==> src/hw/rtl/sdrrip_pkg.sv <==
// Shared types and constants of the replacement engine.
// Depends on nothing; used by the front, back and top-level modules.
package sdrrip_pkg;

  localparam int ADDR_W = 58;
  localparam int CNT_W  = 8;
  localparam int MODE_W = 2;

  localparam logic [1:0] RRPV_MAX    = 2'd3;
  localparam logic [1:0] RRPV_NEAR   = 2'd2;
  localparam logic [1:0] RRPV_HOT    = 2'd0;
  localparam logic [1:0] REUSE_MAX   = 2'd3;
  localparam logic [1:0] REUSE_RESET = 2'd1;

  localparam logic [MODE_W-1:0] MODE_NONE   = 2'd0;
  localparam logic [MODE_W-1:0] MODE_STREAM = 2'd1;
  localparam logic [MODE_W-1:0] MODE_RECENT = 2'd2;

  localparam logic       CMD_VICTIM = 1'b0;
  localparam logic       CMD_UPDATE = 1'b1;
  localparam logic [1:0] ACC_LOAD   = 2'd0;

  localparam logic [7:0]  THR_RESET  = 8'd12;
  localparam logic [10:0] LEAD_RESET = 11'd32;
  localparam logic [CNT_W-1:0] CNT_MAX = '1;

  localparam logic REG_THRESHOLD = 1'b0;
  localparam logic REG_LEADERS   = 1'b1;

  // Classification of one queued beat.
  typedef struct packed {
    logic       cmd;
    logic       hit;
    logic       load;
    logic       is_s;
    logic       is_b;
    logic [2:0] rbyp;
    logic [4:0] rbr;
  } item_cls_t;

  // Per-set stream detector row.
  typedef struct packed {
    logic [ADDR_W-1:0] last_addr;
    logic [CNT_W-1:0]  count;
    logic [MODE_W-1:0] mode;
  } stream_row_t;

endpackage

==> src/hw/rtl/sdrrip_front.sv <==
// Front end: takes input beats, reduces them to set, way, signature and leader
// flags, and holds them in a two-entry queue. Depends on sdrrip_pkg.
module sdrrip_front #(
  parameter int SETS          = 2048,
  parameter int WAYS          = 16,
  parameter int REUSE_ENTRIES = 8192
) (
  input  logic                              clk,
  input  logic                              rst,
  input  logic                              in_valid,
  output logic                              in_ready,
  input  logic                              command,
  input  logic [10:0]                       set_index,
  input  logic [3:0]                        way,
  input  logic [57:0]                       block_address,
  input  logic [63:0]                       pc,
  input  logic [1:0]                        access_type,
  input  logic                              hit_flag,
  input  logic [2:0]                        random_bypass,
  input  logic [4:0]                        random_brrip,
  input  logic [10:0]                       leader_sets,
  input  logic                              busy,
  output logic                              q_valid,
  input  logic                              q_ready,
  output sdrrip_pkg::item_cls_t             q_cls,
  output logic [$clog2(SETS)-1:0]           q_set,
  output logic [$clog2(WAYS)-1:0]           q_way,
  output logic [$clog2(REUSE_ENTRIES)-1:0]  q_sig,
  output logic [sdrrip_pkg::ADDR_W-1:0]     q_addr
);
  import sdrrip_pkg::*;

  localparam int SET_W  = $clog2(SETS);
  localparam int WAY_W  = $clog2(WAYS);
  localparam int SIG_W  = $clog2(REUSE_ENTRIES);
  localparam int LEAD_W = SET_W + 1;
  localparam int ENT_W  = $bits(item_cls_t) + SET_W + WAY_W + SIG_W + ADDR_W;

  logic [SET_W-1:0]  set_c;
  logic [WAY_W-1:0]  way_c;
  logic [SIG_W-1:0]  sig_c;
  logic [LEAD_W-1:0] lead_c;
  item_cls_t         cls_c;
  logic [ENT_W-1:0]  ent_c;

  logic [ENT_W-1:0] fifo [2];
  logic             wr_ptr;
  logic             rd_ptr;
  logic [1:0]       count;
  logic             push;
  logic             pop;

  always_comb begin
    set_c  = SET_W'(32'(set_index) % SETS);
    way_c  = WAY_W'(32'(way) % WAYS);
    sig_c  = SIG_W'((pc ^ (pc >> 16)) % 64'(REUSE_ENTRIES));
    lead_c = (32'(leader_sets) > SETS) ? LEAD_W'(SETS) : LEAD_W'(leader_sets);
    cls_c.cmd  = command;
    cls_c.hit  = hit_flag;
    cls_c.load = (access_type == ACC_LOAD);
    cls_c.is_s = ({1'b0, set_c} < lead_c);
    cls_c.is_b = ({1'b0, set_c} >= (LEAD_W'(SETS) - lead_c));
    cls_c.rbyp = random_bypass;
    cls_c.rbr  = random_brrip;
    ent_c = {cls_c, set_c, way_c, sig_c, block_address};
  end

  assign in_ready = (count != 2'd2) && !busy;
  assign q_valid  = (count != 2'd0);
  assign push     = in_valid && in_ready;
  assign pop      = q_valid && q_ready;
  assign {q_cls, q_set, q_way, q_sig, q_addr} = fifo[rd_ptr];

  always_ff @(posedge clk) begin
    if (push) begin
      fifo[wr_ptr] <= ent_c;
    end
  end

  always_ff @(posedge clk) begin
    if (rst) begin
      wr_ptr <= 1'b0;
      rd_ptr <= 1'b0;
      count  <= 2'd0;
    end else begin
      if (push) begin
        wr_ptr <= ~wr_ptr;
      end
      if (pop) begin
        rd_ptr <= ~rd_ptr;
      end
      count <= count + 2'(push) - 2'(pop);
    end
  end

endmodule

==> config.mk <==
export PLATFORM = sky130hd
export DESIGN_NAME = sdrrip_front
export DESIGN_NICKNAME = d
export VERILOG_FILES = /design/src/hw/rtl/sdrrip_pkg.sv /design/src/hw/rtl/sdrrip_front.sv
export SDC_FILE = /design/constraint.sdc
export NUM_CORES = 1
export LEC_CHECK = 0
export ABC_CLOCK_PERIOD_IN_PS = 13700
export BUFFER_PORTS_ARGS = -buffer_cell sky130_fd_sc_hd__buf_2
export CAP_MARGIN = 20
export CORE_MARGIN = 2
export CORE_UTILIZATION = 55
export DETAILED_ROUTE_END_ITERATION = 10
export GPL_ROUTABILITY_DRIVEN = 0
export PLACE_DENSITY = 0.95
export SETUP_SLACK_MARGIN = 0.1
export SLEW_MARGIN = 25
export SYNTH_ARGS = -nofsm -noshare
export SYNTH_HDL_FRONTEND = slang
export SYNTH_SLANG_ARGS = --single-unit
==> constraint.sdc <==
create_clock -name clk -period 13.7 [get_ports clk]
set_clock_uncertainty 0.15 [all_clocks]
set_input_delay 1.37 -clock clk [delete_from_list [all_inputs] [get_ports clk]]
set_output_delay 1.37 -clock clk [all_outputs]
set_load 0.01 [all_outputs]
==> After elaboration in Yosys (flattened, before gate mapping) <==
Memories as Yosys holds them, arrays and structs flattened. A register that Yosys moved wholly into a read port is not among the register bits.
Cells that the tools add are included.
Widths: inputs -> output; s select.
{ "classes": {"mux": 4, "addsub": 3, "magnitude_cmp": 2, "bitwise_logic": 3, "eq_ne": 1, "n_reduce_logical": 6} }
{ "ops": {"columns": ["op", "n"], "rows": [
  ["$xor 13x13->13", 1],
  ["$ge 11x12->1", 1],
  ["$sub 12x11->12 const A", 1],
  ["$lt 11x11->1", 1],
  ["$mux 1", 4],
  ["$logic_and 1x1->1", 3],
  ["$add 2x1->2", 1],
  ["$logic_not 2->1", 1],
  ["$ne 2x2->1 const B", 1],
  ["$not 1->1", 2],
  ["$reduce_bool 2->1", 1],
  ["$sub 2x1->2", 1],
  ["$logic_not 1->1", 1]
]} }
{ "word_totals": {"inputBits": 165, "mem_bits_rw": 198, "mem_count": 1, "regBits": 4, "wordCells": 23, "output_inout_bits": 101} }
{ "mem_list": {"columns": ["memory", "depth", "word_bits", "read_ports", "rd_ports_with_merged_regs", "write_ports", "line_no", "source"], "rows": [
  ["fifo", 2, 99, 1, 1, 1, "sdrrip_front.sv:46", "logic [ENT_W-1:0] fifo [2];"]
]} }

==> Depth between registers and ports, before layout <==
Gate-level depths: netlist of the first run.
{ "depth": {"depth_word": 5, "depth_mapped": 10, "mapped_depth_nobuf": 10} }

==> Worst setup path before layout of the first run <==
No wires, ideal clock.
{ "synth_path": {"kind": "input to register", "from": "input busy", "to": "memory fifo[0][0] (netlist name), enable pin", "path_buffers": 0, "required_time_ps": 12992, "setup_time_ps": 558, "path_stages": 3, "slack_ps": 7252, "arrival_time_ps": 5740, "cell_sequence": "inv_1 -> o211ai_1 -> nor2_1"} }
{ "synth_between": {"elab_chain_len": 5} }
{ "synth_rtl": {"columns": ["element", "line_no", "source"], "rows": [
  ["start, declared", "sdrrip_front.sv:22", "input logic busy,"],
  ["$logic_not 1->1", "sdrrip_front.sv:68", "assign in_ready = (count != 2'd2) && !busy;"],
  ["$logic_and 1x1->1", "sdrrip_front.sv:68", null],
  ["$logic_and 1x1->1", "sdrrip_front.sv:70", "assign push = in_valid && in_ready;"],
  ["$mux 1", "sdrrip_front.sv:75", "if (push) begin"],
  ["$mux 1 (not written as such)", "sdrrip_front.sv:76", "fifo[wr_ptr] <= ent_c;"],
  ["end, declared", "sdrrip_front.sv:46", null]
]} }
No other way between the ends.

==> impl_metrics.env, run 1 <==
export IMPL_crit_family="buffers and inverters"
export IMPL_peakVddDrop_mv=0.124
export IMPL_htree_num_levels=1
export IMPL_grt_max_degree=57
export IMPL_post_cts_setup_buffers=0
export IMPL_diodes=0
export IMPL_ctsHoldBuffers=0
export IMPL_drive_above_1_share=0.530
export IMPL_die_height_um=126
export IMPL_pwr_density_cell_nw_per_um2=161
export IMPL_start_util=0.561
export IMPL_antenna_found_initial=0
export IMPL_dr_pass1_iters=4
export IMPL_fp_row_count=44
export IMPL_synth_warning_count=0
export IMPL_worst_pin_slew_ns=0.730
export IMPL_timing_fmax_mhz=249
export IMPL_setup_worst_path_start_class="flip-flop"
export IMPL_instances_no_fill=878
export IMPL_clock_latency_ns=0.47
export IMPL_core_um2=14500
export IMPL_worstPathArrival_ns=2.50
export IMPL_grt_pass1_vias=4944
export IMPL_synth_area_top_cells="edfxtp_1, mux2_2, ha_1, xor2_1, dfxtp_1"
export IMPL_synth_edf_count=198
export IMPL_cts_resized=0
export IMPL_min_period_ns=4.02
export IMPL_wirelength_um=15900
export IMPL_cts_root_buffer="clkbuf_16"
export IMPL_cts_sinks=203
export IMPL_synth_top_area_cell="edfxtp_1"
export IMPL_drc=0
export IMPL_dp_hpwl_um=11000
export IMPL_clkSlewWorstSetupHoldPaths_ns=0.06
export IMPL_area_delta_synth_final_pct=24.2
export IMPL_overflow=0
export IMPL_cp_max_fo=56
export IMPL_synth_common_cells="edfxtp_1, mux2_2, ha_1, inv_1, xor2_1"
export IMPL_relSlewSlack=0.513
export IMPL_io_pins=266
export IMPL_cp_end_kind="output port"
export IMPL_syn_area_um2=8160
export IMPL_grt_usage=0.192
export IMPL_dieWidth_um=126
export IMPL_numCtsBuffers=21
export IMPL_ys_flop_type="edfxtp_1"
export IMPL_clk_path_buf_depth=3
export IMPL_tritoncts="built"
export IMPL_ys_seq_elements=203
export IMPL_hold_path_class="reg -> reg"
export IMPL_rsz0062_at_grt="false"
export IMPL_hold_viol_final=0
export IMPL_final_antenna_net_count=0
export IMPL_num_vias=4642
export IMPL_dieArea_um2=15800
export IMPL_fin_nets=871
export IMPL_outcome="complete, no violations"
export IMPL_numPortBuffers=227
export IMPL_post_route_period_util=0.294
export IMPL_maxSlewViolCount=0
export IMPL_dp_cells=843
export IMPL_p_leak_nw=3.90
export IMPL_synth_nets=627
export IMPL_fill_cells=926
export IMPL_vias_per_cell=5.29
export IMPL_crit_chain="buf_4 -> mux2_2 -> buf_2"
export IMPL_syn_avg_cell_area_um2=18.6
export IMPL_synth_most_common_cell="edfxtp_1"
export IMPL_yosysTopAreaCellShare=0.729
export IMPL_grt_pass1_wl_um=24200
export IMPL_crit_type="reg -> out"
export IMPL_routedWlPerCell_um=18.1
export IMPL_yosysSeqAreaShare=0.741
export IMPL_ys_async_sr_fraction=0
export IMPL_crit_buf_inv=2
export IMPL_drtIter0Drc=281
export IMPL_syn_inst=438
export IMPL_synthDistinctLibCells=34
export IMPL_critical_path_required_ns=12.18
export IMPL_setup_viol=0
export IMPL_cpMaxStageDelayCell="dfxtp_4"
export IMPL_drv_cap=0
export IMPL_critPathMaxStageDelay_ns=0.71
export IMPL_tns_ns=0
state kept, by name, summed over array words and instances, names as in the netlist, named ones only:
signal / cells
fifo: 198
count: 2
rd_ptr: 1
wr_ptr: 1
through the flow:
stage | power [W] | setup slack [ns] | util | area [µm²] | hold WS, ns
finish | 0.00163 | 9.68 | 0.697 | 10100 | 0.376
global route | 0.00171 | 9.52 | 0.697 | 10100 | 0.410
CTS | 0.00165 | 9.64 | 0.697 | 10100 | 0.387
detailed placement | 0.00114 | 9.93 | 0.655 | 9510 | 0.370
global placement | 0.00112 | 10.01 | 0.655 | 9510 | 0.349
floorplan | 0.00101 | 7.25 | - | 8160 | 0.331
worst paths after layout:
check            start           to  slack (ns)  depth (start not counted)
max          flip-flop     q_sig[7]        9.68                          3
min             rd_ptr       rd_ptr        0.38                          2
max reg2reg   count[1]  fifo[1][65]       11.07                          5
min reg2reg     rd_ptr       rd_ptr        0.38                          2
layer usage:
| metal | GRT usage | part of all wire | up-vias |
|---|---|---|---|
| met5 | 0 | 0 | - |
| met4 | 0.0692 | 0.025 | 0 |
| met3 | 0.0446 | 0.068 | 31 |
| met2 | 0.363 | 0.54 | 171 |
| met1 | 0.212 | 0.37 | 2280 |
| li1 | - | - | 2160 |
power breakdown:
part	switching [W]	total (W)	leakage (nW)	internal (W)
Combinational	0.000178	0.000356	1.75	0.000179
Sequential	0.0000303	0.000769	1.86	0.000739
Clock	0.000211	0.000509	0.299	0.000298
Total	0.000419	0.00163	3.90	0.00122
cells by family (layout without fill, tap and decap cells):
group	after synthesis	in the layout	synth area share
compound gates	21	21	0.0158
xor+xnor	25	25	0.0268
fa+ha+maj	24	24	0.0368
buf+inv	29	285	0.0166
flops	203	203	0.741
mux	99	99	0.137
simple gates	37	37	0.0262
worst min-delay path: cells and delay by family, from the launching register on:
kind	cells	cell delay, ns
simple gates	1	0.08
xor+xnor	1	0.09
flops	1	0.33
cell usage in the layout, fill, tap and decap left out, types with 2 or more instances in the layout:
cell type    n
buf_4        5
clkbuf_8     3
inv_1       18
nor2_4       2
buf_2      227
dfxtp_1      4
nand2_1      9
a21oi_1      8
clkbuf_1     6
xnor2_1     11
nor2_1       9
clkbuf_16   21
o21ai_0      4
nor2b_1      2
mux2_2      99
ha_1        24
nand3_1      5
clkinv_1     2
edfxtp_1   198
xor2_1      14
layout make-up:
class | count | area, µm² | share of cell area
flip-flops and latches | 203 | 6050 | 0.597
repair buffers | 232 | 1170 | 0.116
inverters | 18 | 67.6 | 0.00667
well taps | 184 | 230 | 0.0227
multi-input cells | 206 | 1990 | 0.197
clock buffers | 30 | 589 | 0.0582
clock inverters | 5 | 28.8 | 0.00284
No activity file was read; power rests on OpenSTA's default activity.
==> run 2, diff against run 1 <==
ABC_CLOCK_PERIOD_IN_PS = 4040   (was 13700)
CORE_UTILIZATION = 51   (was 55)
PLACE_DENSITY = 0.89   (was 0.95)
clock period = 4.04 ns   (was 13.7 ns; I/O delays follow)
==> run 2 against run 1 <==
Via count grew 7.6%. Highest routed layer unchanged. Critical path depth is the same. Power grew to 3.5 times the previous value. Non-clock buffer count grew 77. Clock power grew to 3.5 times the previous value. Worst hold slack lost 0.36 ns. Setup slack lost 8.4 ns.
==> impl_metrics.env, run 2 (synthesis results as in run 1) <==
export IMPL_post_route_period_util=0.693
export IMPL_outcome="complete, no violations"
export IMPL_cpMaxStageDelayCell="dfxtp_4"
export IMPL_grt_max_degree=52
export IMPL_tritoncts="built"
export IMPL_final_cell_mix="buf_2, edfxtp_1, mux2_2, dlygate4sd3_1, ha_1"
export IMPL_dr_pass1_iters=4
export IMPL_hold_viol_final=0
export IMPL_final_antenna_net_count=0
export IMPL_dieWidth_um=130
export IMPL_drv_cap=0
export IMPL_worstPathArrival_ns=2.25
export IMPL_critical_path_required_ns=3.49
export IMPL_crit_reg2reg_launch="count[1]"
export IMPL_drive_above_1_share=0.479
export IMPL_grt_usage=0.195
export IMPL_peakVddDrop_mv=0.398
export IMPL_clkSlewWorstSetupHoldPaths_ns=0.06
export IMPL_min_period_ns=2.80
export IMPL_tns_ns=0
export IMPL_cts_sinks=203
export IMPL_crit_chain="buf_12 -> mux2_2 -> buf_2"
export IMPL_crit_buf_inv=2
export IMPL_gr_usage_met3=0.0537
export IMPL_overflow=0
export IMPL_fp_row_count=46
export IMPL_clock_latency_ns=0.47
export IMPL_p_total_w=0.00569
export IMPL_seq_area_um2=6050
export IMPL_maxSlewViolCount=0
export IMPL_worst_pin_slew_ns=0.721
export IMPL_cp_end_kind="output port"
export IMPL_busiest_layer="met2"
export IMPL_p_leak_nw=4.24
export IMPL_hold_path_class="in -> reg"
export IMPL_numCtsBuffers=21
export IMPL_cts_resized=0
export IMPL_critPathMaxStageDelay_ns=0.79
export IMPL_finish_instance_area_um2=11000
export IMPL_crit_family="flip-flops"
export IMPL_numPortBuffers=227
export IMPL_htree_num_levels=1
export IMPL_min_from="set_index[1]"
export IMPL_die_height_um=130
export IMPL_core_um2=15800
export IMPL_largest_reg_flops=198
export IMPL_setup_viol=0
export IMPL_dieArea_um2=17000
export IMPL_routedWlPerCell_um=17.8
export IMPL_multiInputGateArea_um2=1990
export IMPL_rsz0062_at_grt="false"
export IMPL_grt_pass1_vias=5362
export IMPL_grt_met2_usage=0.376
export IMPL_crit_type="reg -> out"
export IMPL_antenna_found_initial=1
export IMPL_fin_nets=948
export IMPL_cts_root_buffer="clkbuf_16"
export IMPL_timing_fmax_mhz=357
export IMPL_wirelength_um=17600
export IMPL_relSlewSlack=0.519
export IMPL_largestRegisters="fifo x198, count x2"
export IMPL_grt_pass1_wl_um=25600
export IMPL_dpl_cell_area_um2=9570
export IMPL_num_vias=4997
export IMPL_area_delta_synth_final_pct=34.6
export IMPL_clk_path_buf_depth=3
export IMPL_layout_commonest_cell="buf_2"
export IMPL_start_util=0.517
export IMPL_drc=0
export IMPL_cp_max_fo=50
export IMPL_dp_hpwl_um=10800
export IMPL_fill_cells=1001
export IMPL_io_pins=266
export IMPL_drtIter0Drc=218
export IMPL_grt_util_met1=0.198
export IMPL_setup_worst_path_start_class="flip-flop"
export IMPL_vias_per_cell=5.05
export IMPL_post_route_util=0.696
export IMPL_pwr_density_cell_nw_per_um2=518
export IMPL_largest_register="fifo"
-- run 2: area by class of cell --
type                       instances  share of cell area
inverter                          18             0.00615
clock buffer                      27              0.0517
timing repair buffer             309               0.178
clock inverter                     9             0.00684
multi-input combinational        206               0.181
tap                              216              0.0246
antenna                            1            0.000228
sequential                       203               0.551
-- run 2: repair_timing --
action	4_1_cts	5_1_grt
buffers inserted	0	0
hold buffers	77	0
hold endpoints to repair	154	0
-- run 2: where the power goes --
group | switching (W) | internal, W | leakage [nW]
clock network | 0.000728 | 0.00105 | 0.309
registers | 0.000114 | 0.00251 | 1.86
logic | 0.000629 | 0.000664 | 2.07
total | 0.00147 | 0.00422 | 4.24
-- run 2: final timing paths --
| check | end | slack (ns) | cells after the start |
|---|---|---|---|
| worst max-delay path | q_set[0] | 1.24 | 3 |
| worst min-delay path | fifo[1][76] | 0.02 | 1 |
| worst max register to register | count[1] | 1.94 | 8 |
| worst min register to register | rd_ptr | 0.40 | 2 |
-- run 2: metrics by stage --
step | std cells | hold slack [ns] | worst slack, ns
6_report | 989 | 0.0176 | 1.24
5_1_grt | 989 | 0.0132 | 1.18
4_1_cts | 988 | 0.00268 | 1.25
3_5_place_dp | 875 | 0.364 | 1.49
3_3_place_gp | 875 | 0.349 | 1.57
2_1_floorplan | 438 | 0.326 | -1.44
-- run 2: layer usage --
| layer | up-vias | routed length [µm] |
|---|---|---|
| li1 | 2327 | - |
| met1 | 2393 | 6190 |
| met2 | 222 | 9440 |
| met3 | 55 | 1390 |
| met4 | 0 | 619 |
| met5 | - | 0 |
